`src/sv/atom_distance_angle_engine_defines.svh`:
```
// ============================================================================
// Assertion macros for the atom distance and angle engine
// Concurrent checks that vanish when SYNTH is defined.
// ============================================================================
`ifndef ATOM_DISTANCE_ANGLE_ENGINE_DEFINES_SVH
`define ATOM_DISTANCE_ANGLE_ENGINE_DEFINES_SVH

`ifndef SYNTH
// Same-cycle implication, clocked on clk and quiet during reset.
`define ADA_ASSERT_IMP(name, ante, cons) \
    name: assert property (@(posedge clk) disable iff (!rst_n) (ante) |-> (cons)) \
        else $error("ada check failed");
// Next-cycle implication, clocked on clk and quiet during reset.
`define ADA_ASSERT_NEXT(name, ante, cons) \
    name: assert property (@(posedge clk) disable iff (!rst_n) (ante) |=> (cons)) \
        else $error("ada check failed");
`else
`define ADA_ASSERT_IMP(name, ante, cons)
`define ADA_ASSERT_NEXT(name, ante, cons)
`endif

`endif

```
`src/sv/ada_pkg.sv`:
```
// ============================================================================
// ada_pkg
// Shared widths, codes and the CORDIC arc tangent table.
// ============================================================================
package ada_pkg;

    // Table geometry and coordinate format.
    localparam int MAX_ATOMS  = 64;
    localparam int ATOM_IDX_W = $clog2(MAX_ATOMS);
    localparam int COORD_W    = 24;
    localparam int WORD_W     = 3 * COORD_W;
    localparam int COUNT_W    = 7;

    // Configuration port.
    localparam int APB_ADDR_W = 3;
    localparam logic [APB_ADDR_W-1:0] ADDR_ATOM_COUNT = 3'd0;

    // Command codes.
    localparam logic [1:0] CMD_WRITE = 2'd0;
    localparam logic [1:0] CMD_DIST  = 2'd1;
    localparam logic [1:0] CMD_ANGLE = 2'd2;
    localparam logic [1:0] CMD_NOP   = 2'd3;

    // Status codes.
    localparam logic [1:0] STAT_OK       = 2'd0;
    localparam logic [1:0] STAT_RANGE    = 2'd1;
    localparam logic [1:0] STAT_ZERO_LEN = 2'd2;

    // Result value width.
    localparam int VALUE_W = 25;

    // Square root unit: radicand up to 2^60, root up to 2^30.
    localparam int SQ_IN_W  = 61;
    localparam int SQ_OUT_W = 31;
    localparam logic [SQ_IN_W-1:0] SQ_TOP_BIT  = 61'(1) << 60;
    localparam logic [SQ_IN_W-1:0] COS_ONE_SQ  = 61'(1) << 60;

    // Cosine divider: Q30 result.
    localparam int DIV_W    = 50;
    localparam int COS_FRAC = 30;
    localparam int COS_W    = COS_FRAC + 1;
    localparam logic [COS_W-1:0] COS_ONE = 31'(1) << COS_FRAC;

    // CORDIC rotation.
    localparam int CORDIC_STEPS = 24;
    localparam int CORDIC_W     = 34;
    localparam int Z_W          = 27;
    localparam logic signed [Z_W-1:0] ANGLE_Q24_PI = 27'sd52707179;

    // Arc tangent of 2^-k in Q24 radians.
    function automatic logic [23:0] ada_atan(input logic [4:0] k);
        logic [23:0] a;
        case (k)
            5'd0:    a = 24'd13176795;
            5'd1:    a = 24'd7778716;
            5'd2:    a = 24'd4110060;
            5'd3:    a = 24'd2086331;
            5'd4:    a = 24'd1047214;
            5'd5:    a = 24'd524117;
            5'd6:    a = 24'd262123;
            5'd7:    a = 24'd131069;
            5'd8:    a = 24'd65536;
            5'd9:    a = 24'd32768;
            5'd10:   a = 24'd16384;
            5'd11:   a = 24'd8192;
            5'd12:   a = 24'd4096;
            5'd13:   a = 24'd2048;
            5'd14:   a = 24'd1024;
            5'd15:   a = 24'd512;
            5'd16:   a = 24'd256;
            5'd17:   a = 24'd128;
            5'd18:   a = 24'd64;
            5'd19:   a = 24'd32;
            5'd20:   a = 24'd16;
            5'd21:   a = 24'd8;
            5'd22:   a = 24'd4;
            5'd23:   a = 24'd2;
            default: a = 24'd0;
        endcase
        return a;
    endfunction

endpackage

```
`src/sv/ada_isqrt.sv`:
```
// ============================================================================
// ada_isqrt
// Rounded integer square root, one result bit per cycle.
// ============================================================================
module ada_isqrt (
    input  logic                        clk,
    input  logic                        rst_n,
    input  logic                        start,
    input  logic [ada_pkg::SQ_IN_W-1:0]  radicand,
    output logic                        done,
    output logic [ada_pkg::SQ_OUT_W-1:0] root
);
    import ada_pkg::*;

    logic [SQ_IN_W-1:0]  rem_reg;
    logic [SQ_IN_W-1:0]  bit_reg;
    logic [SQ_IN_W:0]    r_reg;
    logic [SQ_OUT_W-1:0] root_reg;
    logic                run_reg;
    logic                rnd_reg;
    logic                done_reg;
    logic [SQ_IN_W:0]    trial;
    logic                take;

    // Trial subtraction of the current step.
    assign trial = r_reg + {1'b0, bit_reg};
    assign take  = ({1'b0, rem_reg} >= trial);

    // Step control: run until the lowest bit, then round.
    always_ff @(posedge clk or negedge rst_n)
    begin
        if (!rst_n)
        begin
            run_reg  <= 1'b0;
            rnd_reg  <= 1'b0;
            done_reg <= 1'b0;
        end
        else
        begin
            done_reg <= rnd_reg;
            if (start)
            begin
                run_reg <= 1'b1;
                rnd_reg <= 1'b0;
            end
            else if (run_reg && bit_reg[0])
            begin
                run_reg <= 1'b0;
                rnd_reg <= 1'b1;
            end
            else if (rnd_reg)
            begin
                rnd_reg <= 1'b0;
            end
        end
    end

    // Remainder and partial root.
    always_ff @(posedge clk)
    begin
        if (start)
        begin
            rem_reg <= radicand;
            r_reg   <= '0;
            bit_reg <= SQ_TOP_BIT;
        end
        else if (run_reg)
        begin
            if (take)
            begin
                rem_reg <= rem_reg - trial[SQ_IN_W-1:0];
                r_reg   <= (r_reg >> 1) + {1'b0, bit_reg};
            end
            else
            begin
                r_reg <= r_reg >> 1;
            end
            bit_reg <= bit_reg >> 2;
        end
        // Round to nearest: bump when the remainder exceeds the root.
        if (rnd_reg)
        begin
            root_reg <= r_reg[SQ_OUT_W-1:0] + SQ_OUT_W'({1'b0, rem_reg} > r_reg);
        end
    end

    assign done = done_reg;
    assign root = root_reg;

endmodule

```
`config.mk`:
```
export PLATFORM = sky130hd
export DESIGN_NAME = ada_isqrt
export DESIGN_NICKNAME = d
export VERILOG_FILES = /design/src/sv/atom_distance_angle_engine_defines.svh /design/src/sv/ada_pkg.sv /design/src/sv/ada_isqrt.sv
export SDC_FILE = /design/constraint.sdc
export NUM_CORES = 1
export LEC_CHECK = 0
export BUFFER_PORTS_ARGS = -buffer_cell sky130_fd_sc_hd__buf_2
export CAP_MARGIN = 20
export CORE_MARGIN = 8
export CORE_UTILIZATION = 63
export DETAILED_ROUTE_END_ITERATION = 16
export PLACE_DENSITY = 0.78
export RECOVER_POWER = 100
export SETUP_SLACK_MARGIN = 0.05
export SYNTH_ARGS = -nofsm -noshare
export SYNTH_HDL_FRONTEND = slang
export SYNTH_SLANG_ARGS = --single-unit
```
`constraint.sdc`:
```
create_clock -name clk -period 10.7 [get_ports clk]
set_input_delay 2.675 -clock clk [delete_from_list [all_inputs] [get_ports clk]]
set_output_delay 2.675 -clock clk [all_outputs]
set_load 0.01 [all_outputs]
```
==> results of run 1 <==
==> kinds of logic after synthesis <==
logic type / after synthesis
and+or+nand+nor: 656
muxes: 42
AOI/OAI and AO/OA: 608
buffers and inverters: 190
DFF: 188
xor gates and xnor gates: 171
adders and majority gates: 189
==> critical path: stages, from the launching register on <==
cell	delay (ns)
sky130_fd_sc_hd__dfxtp_1	0.51
sky130_fd_sc_hd__ha_1	0.33
sky130_fd_sc_hd__a31oi_1	0.29
sky130_fd_sc_hd__nor4_1	0.11
sky130_fd_sc_hd__a211oi_1	0.22
sky130_fd_sc_hd__a21oi_1	0.13
sky130_fd_sc_hd__nor2_1	0.43
sky130_fd_sc_hd__o21a_1	0.36
sky130_fd_sc_hd__o21a_1	0.19
sky130_fd_sc_hd__o21bai_1	0.13
sky130_fd_sc_hd__a31oi_1	0.44
sky130_fd_sc_hd__o21ai_0	0.18
sky130_fd_sc_hd__xnor2_1	0.17
sky130_fd_sc_hd__ha_1	0.43
sky130_fd_sc_hd__and3_1	0.28
sky130_fd_sc_hd__nand3_1	0.22
sky130_fd_sc_hd__nor3_1	0.38
sky130_fd_sc_hd__nand4b_1	0.17
sky130_fd_sc_hd__nand2_1	0.13
sky130_fd_sc_hd__or3_1	0.11
sky130_fd_sc_hd__nor3_1	0.06
sky130_fd_sc_hd__o21bai_1	1.41
sky130_fd_sc_hd__nand2_2	0.20
sky130_fd_sc_hd__o21ai_4	0.41
sky130_fd_sc_hd__clkbuf_1	1.06
==> final timing paths <==
kind                               endpoint  depth (start not counted)  slack [ns]         from
worst max-delay path            rem_reg[42]                         24        1.92    r_reg[10]
worst min-delay path            bit_reg[12]                          2        0.56  bit_reg[12]
worst max register to register  rem_reg[42]                         24        1.92    r_reg[10]
worst min register to register  bit_reg[12]                          2        0.56  bit_reg[12]
max in group asynchronous           run_reg                          1        8.51        rst_n
min in group asynchronous              done                          1        2.01        rst_n
==> area by class of cell <==
class                      count  area [um^2]
clock buffer                  18          450
clock inverter                14          143
fill                        2247         8650
inverter                      86          323
multi-input combinational   1666        11400
sequential                   188         4700
tap                          341          427
timing repair buffer         107          504
==> power by group through the flow <==
| stage | clock [mW] | combinational (mW) | sequential, mW |
|---|---|---|---|
| finish | 0.656 | 2.37 | 1.11 |
| floorplan | 0 | 1.82 | 1.07 |
| CTS | 0.657 | 2.34 | 1.10 |
| global route | 0.688 | 2.60 | 1.12 |
| detailed placement | 0 | 2.32 | 1.11 |
| global placement | 0 | 2.27 | 1.12 |
==> layer usage <==
layer	wire, um	vias up	GRT usage [%]	share of wire (%)
li1	-	7645	-	-
met1	20700	7351	38.0	44
met2	21900	754	46.6	46
met3	3490	96	3.65	7.4
met4	1400	0	9.14	3.0
met5	0	-	0	0
==> stage by stage <==
stage	total power [mW]	cell area (um^2)	cells
4_1_cts	4.10	18100	2419
5_1_grt	4.41	18000	2420
3_3_place_gp	3.39	17500	2387
6_report	4.13	18000	2420
2_1_floorplan	2.90	16900	2044
3_5_place_dp	3.44	17500	2387
==> cell usage in the layout, fill, tap and decap left out, types with 37 or more instances in the layout <==
master                     count
sky130_fd_sc_hd__nand2_1     193
sky130_fd_sc_hd__ha_1        188
sky130_fd_sc_hd__xnor2_1     124
sky130_fd_sc_hd__clkbuf_1     39
sky130_fd_sc_hd__edfxtp_1     92
sky130_fd_sc_hd__mux2i_1      37
sky130_fd_sc_hd__nand4_1      60
sky130_fd_sc_hd__xor2_1       46
sky130_fd_sc_hd__nor2_1      167
sky130_fd_sc_hd__nand3_1      75
sky130_fd_sc_hd__a31oi_1      65
sky130_fd_sc_hd__dfxtp_1      93
sky130_fd_sc_hd__a21o_1       77
sky130_fd_sc_hd__inv_1        84
sky130_fd_sc_hd__buf_2        61
sky130_fd_sc_hd__o21ai_0     150
sky130_fd_sc_hd__a21oi_1     114
==> run summary, run 1 <==
The run finished, with violations left. The checks that failed: max-capacitance violations, max-slew violations. Setup repair after global routing left no endpoint under its margin. The normalized max-slew margin came out at -149%. The wire length per cell after detailed routing is 19.6 um. The cell area after technology mapping is 16900 um^2.

Ranked by instance count, the synthesized netlist is headed by sky130_fd_sc_hd__nand2_1 (193), sky130_fd_sc_hd__ha_1 (188), sky130_fd_sc_hd__nor2_1 (167). The number of flip-flops under the largest register name came out at 62. The number of iterations in the first detailed-routing pass came out at 7. Buffers added to address setup during post-CTS repair amount to 0.

The launching element type of the critical path is a register. The count of pins on the block boundary is 96. The total half-perimeter wirelength after legalization and detailed placement is 35800 um.

The root buffer cell chosen for the clock tree is sky130_fd_sc_hd__clkbuf_16. The clock latency at the later pin of the worst-skew pair came out at 0.45 ns. The highest clock rate is 114 MHz. The net count of the mapped netlist is 2297. Data on the critical path is required at its endpoint by 10.75 ns. The final estimated routing congestion in global placement came out at 1.00.

The internal portion of the total power is 2.23 mW. Global routing finished with a remaining overflow of 0. The starting utilization of the core area is 63.5%. Of all nets on the critical path, the largest fanout is 23. The total area inside the core boundary comes to 26700 um^2.

The setup skew after layout is 0.0172 ns. The final net count came out at 2319. The horizontal extent of the die is 180 um. The kind of end point of the critical path is a register. The leakage power figure is 7.02 nW. The number of register bits inferred by synthesis is 188. The dominant combinational cell family by area after synthesis is compound AO/OA/AOI/OAI gates. The cell with the most instances after synthesis is sky130_fd_sc_hd__nand2_1.

Summed over all instances, the cell type with the most area after synthesis is sky130_fd_sc_hd__edfxtp_1. The count of final setup violators came out at 0. The via count came out at 15800. The data arrival time of the critical path came out at 8.83 ns.

The first global-routing pass estimated 76500 um of wire. The maximum vdd ir drop is 0.158 mV. The total count of max-transition violations in the final report came out at 313. The share of total power in combinational logic came out at 57.3%. Setup total negative slack on the finished layout was measured at 0 ns. In the routed layout, each cell is associated on average with a via count of 6.55.

The number of design rule violations left after detail routing is 0. The fraction of layout instances using a drive strength above 1 came out at 7.07%. The die outline area is 32400 um^2.

The number of flops mapped to enable cells by yosys is 92. The portion of netlist area occupied by mux cells came out at 2.52%. TritonCTS built the clock tree. Of the available clock period, the critical path in the final layout requires 82.0%. The synthesis warning total is 0.

The number of buffers inserted by hold repair at cts came out at 0. The clock-pin slew on the worst setup and hold paths came out at 0.08 ns. The clock sink total came out at 188.

The total of buffers placed on input and output ports came out at 95. The H-tree was split into 4 levels. The final worst slack is 1.92 ns.

The placement row count is 60. Summing the areas of all compound-gate instances in the mapped netlist gives 23.7% of the synthesized area. Dividing total power by cell area gives a power density of 230 nW/um^2.

Registers are responsible for 26.9% of the overall power. The classification of the worst-slack hold path is reg -> reg. The pin count of the biggest net entering global routing is 86. The portion of synthesized cell area occupied by the leading cell type came out at 16.3%. At the end of the flow the core is filled with cells to 67.5%. The area share of xor/xnor cells in the synthesized design came out at 8.84%. By area the synthesized netlist is led by sky130_fd_sc_hd__edfxtp_1 (16%), sky130_fd_sc_hd__ha_1 (14%), sky130_fd_sc_hd__dfxtp_1 (11%), sky130_fd_sc_hd__xnor2_1 (6.5%), sky130_fd_sc_hd__o21ai_0 (4.4%). The share of async-settable or async-resettable flops after synthesis is 1.60%. The antenna cell count is 0. The floorplan die height came out at 180 um. The count of nets left with antenna violations after detail routing came out at 0. The reported max-cap violation count came out at 7. The count of final hold-check violations came out at 0. The number of antenna violations at the first check in global routing came out at 0. TritonCTS created 17 clock buffers. Net switching is 46.1% of the power. Timing analysis after detailed placement gives a worst setup slack of 2.77 ns.

The synthesized netlist devotes 18.5% of its cell area to simple gates. The maximum buffer depth of the clock tree is 2. The final worst hold slack came out at 0.559 ns. The clock period minus final worst setup slack is 8.78 ns. The most used flip-flop cell after synthesis is sky130_fd_sc_hd__dfxtp_1.

The share of synthesized cell area in full adder, half adder and majority cells came out at 14.0%. The critical path in this run is classified as reg -> reg. For the pin with the worst max-slew slack, the measured transition is 3.73 ns. For this block, the initial DRC count from the detailed router was 1732. The synthesis-to-layout area growth came out at 6.27%. The clock share of power is 15.9%. The synthesized instance count came out at 2044. The register area share after synthesis is 27.8%. The combined global-route utilization of all metal layers is 28.3%.

Gates resized during post-CTS repair numbered 0. The distinct cell type count of the synthesized netlist is 83. The average cell area after synthesis came out at 8.28 um^2. The via count of the first global-routing pass came out at 15000. The total detailed-routing wirelength came out at 47500 um. The net switching power is 1.91 mW.
(Power assumes the default switching activity.)
==> run 2: changes to the inputs <==
--- a/config.mk
+++ b/config.mk
@@ -8,9 +8,9 @@
 export BUFFER_PORTS_ARGS = -buffer_cell sky130_fd_sc_hd__buf_2
 export CAP_MARGIN = 20
 export CORE_MARGIN = 8
-export CORE_UTILIZATION = 63
+export CORE_UTILIZATION = 57
 export DETAILED_ROUTE_END_ITERATION = 16
-export PLACE_DENSITY = 0.78
+export PLACE_DENSITY = 0.74
 export RECOVER_POWER = 100
 export SETUP_SLACK_MARGIN = 0.05
 export SYNTH_ARGS = -nofsm -noshare
==> constraint.sdc (replaced) <==
create_clock -name clk -period 7.5 [get_ports clk]
set_input_delay 1.875 -clock clk [delete_from_list [all_inputs] [get_ports clk]]
set_output_delay 1.875 -clock clk [all_outputs]
set_load 0.01 [all_outputs]
==> run summary, run 2 (synthesis results as in run 1) <==
The run finished, with violations left. The final reports fail on max-capacitance violations, max-slew violations. The final net count is 2320 (+0.043%). The core region area came out at 29500 um^2 (+11%). The required time of the worst setup path came out at 7.65 ns (-3.10 ns). The wire length per cell after detailed routing came out at 19.3 um (-1.6%). The number of buffers inserted by hold repair at cts is 0 (unchanged). The number of flip-flops under the largest register name is 62 (unchanged). The maximum buffer depth of the clock tree came out at 2 (unchanged). The worst setup timing slack at the placement stage was 0.923 ns (-1.85 ns).

The number of design rule violations left after detail routing is 0 (unchanged). The final worst slack came out at 0.625 ns (-1.30 ns). The floorplan die height is 188 um (+4.7%). The layer flagged by global routing as most heavily used is met2.

The final estimated routing congestion in global placement is 0.955 (-4.7%). The first-pass GRT wire length is 76600 um (about the same). The classification of the worst-slack hold path is reg -> reg. The overall power consumption is 5.86 mW (+42%).

The met3 capacity usage during global routing is 4.09% (+0.44 points). The count of nets left with antenna violations after detail routing came out at 0 (unchanged). The transition at the pin with the smallest max-transition slack came out at 3.62 ns (-0.112 ns). The via density per instance came out at 6.32 (-3.6%).

The clock latency at the later pin of the worst-skew pair was 0.48 ns (+0.03 ns). The number of antenna violations at the first check in global routing was 0 (unchanged). The aggregate negative setup slack was 0 ns (unchanged). The clock sink total is 188 (unchanged).

Leaving out fill and tap cells, the most frequent cell in the layout is sky130_fd_sc_hd__nand2_1. Setup repair after global routing left no endpoint under its margin. The total of buffers placed on input and output ports is 95 (unchanged).

The die outline area came out at 35500 um^2 (+9.6%). The fill cell instance count of the final layout was 2731 (+22%). The via count of the first global-routing pass came to 15000 (-0.61%). The count of final setup violators came out at 0 (unchanged). The total count of max-transition violations in the final report is 169 (-46%). The combined global-route utilization of all metal layers is 26.2% (-2.1 points). The met1 track utilization from global routing was 33.9% (-4.0 points). The total half-perimeter wirelength after legalization and detailed placement is 36200 um (+1.2%). TritonCTS built the clock tree. The final worst hold slack came out at 0.467 ns (-0.0922 ns).

The delay contributed by the slowest stage of the critical path came out at 0.55 ns (-0.86 ns). The pin count of the biggest net entering global routing is 92 (+7.0%). The antenna cell count is 0 (unchanged). The count of instances resized after the clock tree is built is 0 (unchanged). The library cells used most frequently in the layout, excluding fill and tap cells, are sky130_fd_sc_hd__nand2_1 (193), sky130_fd_sc_hd__ha_1 (188), sky130_fd_sc_hd__nor2_1 (167). The highest clock rate is 145 MHz (+28%). The setup skew after layout came to 0.0180 ns (+0.000885 ns). The global routing met2 resource utilization came out at 43.8% (-2.8 points). The number of H-tree levels is 4 (unchanged). The clock period minus final worst setup slack is 6.87 ns (-1.90 ns).

The total detailed-routing wirelength is 47700 um (+0.45%). The clock-pin slew on the worst setup and hold paths is 0.09 ns (about the same). The count of pins on the block boundary is 96 (unchanged). The DRC violation total after the first TritonRoute iteration was 1145 (-34%). STA classifies the critical path endpoint as a register.

The leakage power figure came to 7.03 nW (+0.22%). The worst hold path begins at rnd_reg. The number of setup buffers added after CTS is 0 (unchanged). The placement row count came out at 63 (+5.0%).

The normalized max-slew margin came out at -141% (+7.5 points). For this design, the slowest cell found on the critical path is sky130_fd_sc_hd__a211oi_1. The number of iterations in the first detailed-routing pass came out at 6 (-1). The worst register-to-register path begins at r_reg[6]. Tracing the worst setup path back leads to its startpoint at r_reg[6]. The number of buffers inserted during clock tree synthesis came to 17 (unchanged). The largest fanout on the critical path came out at 22 (-4.3%). The critical path class is reg -> reg.

The fraction of layout instances using a drive strength above 1 came out at 7.16% (+0.093 points). The count of final hold-check violations came to 0 (unchanged). The via count came out at 15600 (-1.6%). The starting utilization of the core area came out at 57.4% (-6.1 points).

The post-route clock period utilization came out at 91.7% (+9.6 points). The reported max-cap violation count came out at 3 (-4). The leftover overflow at the end of global routing is 0 (unchanged).

STA classifies the critical path startpoint as a register. The maximum vdd ir drop came out at 0.250 mV (+58%). The data arrival time of the critical path came out at 7.02 ns (-1.81 ns). The synthesis-to-layout area growth is 6.54%. The horizontal extent of the die came out at 188 um (+4.7%). The power density over cell area was 325 nW/um^2 (+41%). The tree is rooted in a sky130_fd_sc_hd__clkbuf_16.
run 2: critical path: cells and delay by family (launching register included):
family                     cells  cell delay, ns
buffers and inverters          1            0.35
xor gates and xnor gates       1            0.17
muxes                          1            0.18
DFF                            1            0.44
AOI/OAI and AO/OA             15            3.50
and+or+nand+nor                5            1.14
adders and majority gates      2            0.76
run 2: per-stage QoR:
step           cell area [um^2]  utilization (%)  std cells
2_1_floorplan             16900                -       2044
4_1_cts                   18100             61.5       2470
6_report                  18000             61.2       2470
3_5_place_dp              17600             59.6       2438
3_3_place_gp              17600             59.6       2438
5_1_grt                   18000             61.2       2470
run 2: final cells by class:
cell class | count | area (um^2) | share of cell area (%)
multi-input combinational | 1666 | 11400 | 63.4
sequential | 188 | 4700 | 26.1
timing repair buffer | 108 | 526 | 2.91
tap | 390 | 488 | 2.70
clock buffer | 17 | 425 | 2.36
inverter | 86 | 323 | 1.79
clock inverter | 15 | 146 | 0.811
run 2: routing by layer:
layer	vias to the layer above	wire length [um]
met3	84	2600
li1	7657	-
met2	493	22300
met4	0	1110
met5	-	0
met1	7365	21600
run 2: power breakdown:
part,switching (mW),internal [mW]
logic,2.03,1.33
clock network,0.475,0.443
registers,0.193,1.39
total,2.70,3.16
run 2: final timing paths:
path,slack (ns),end,cells past startpoint
worst max-delay path,0.63,r_reg[54],25
worst min-delay path,0.47,done,0
worst max register to register,0.63,r_reg[54],25
worst min register to register,0.47,done,0
max in group asynchronous,6.15,run_reg,1
min in group asynchronous,1.19,run_reg,1
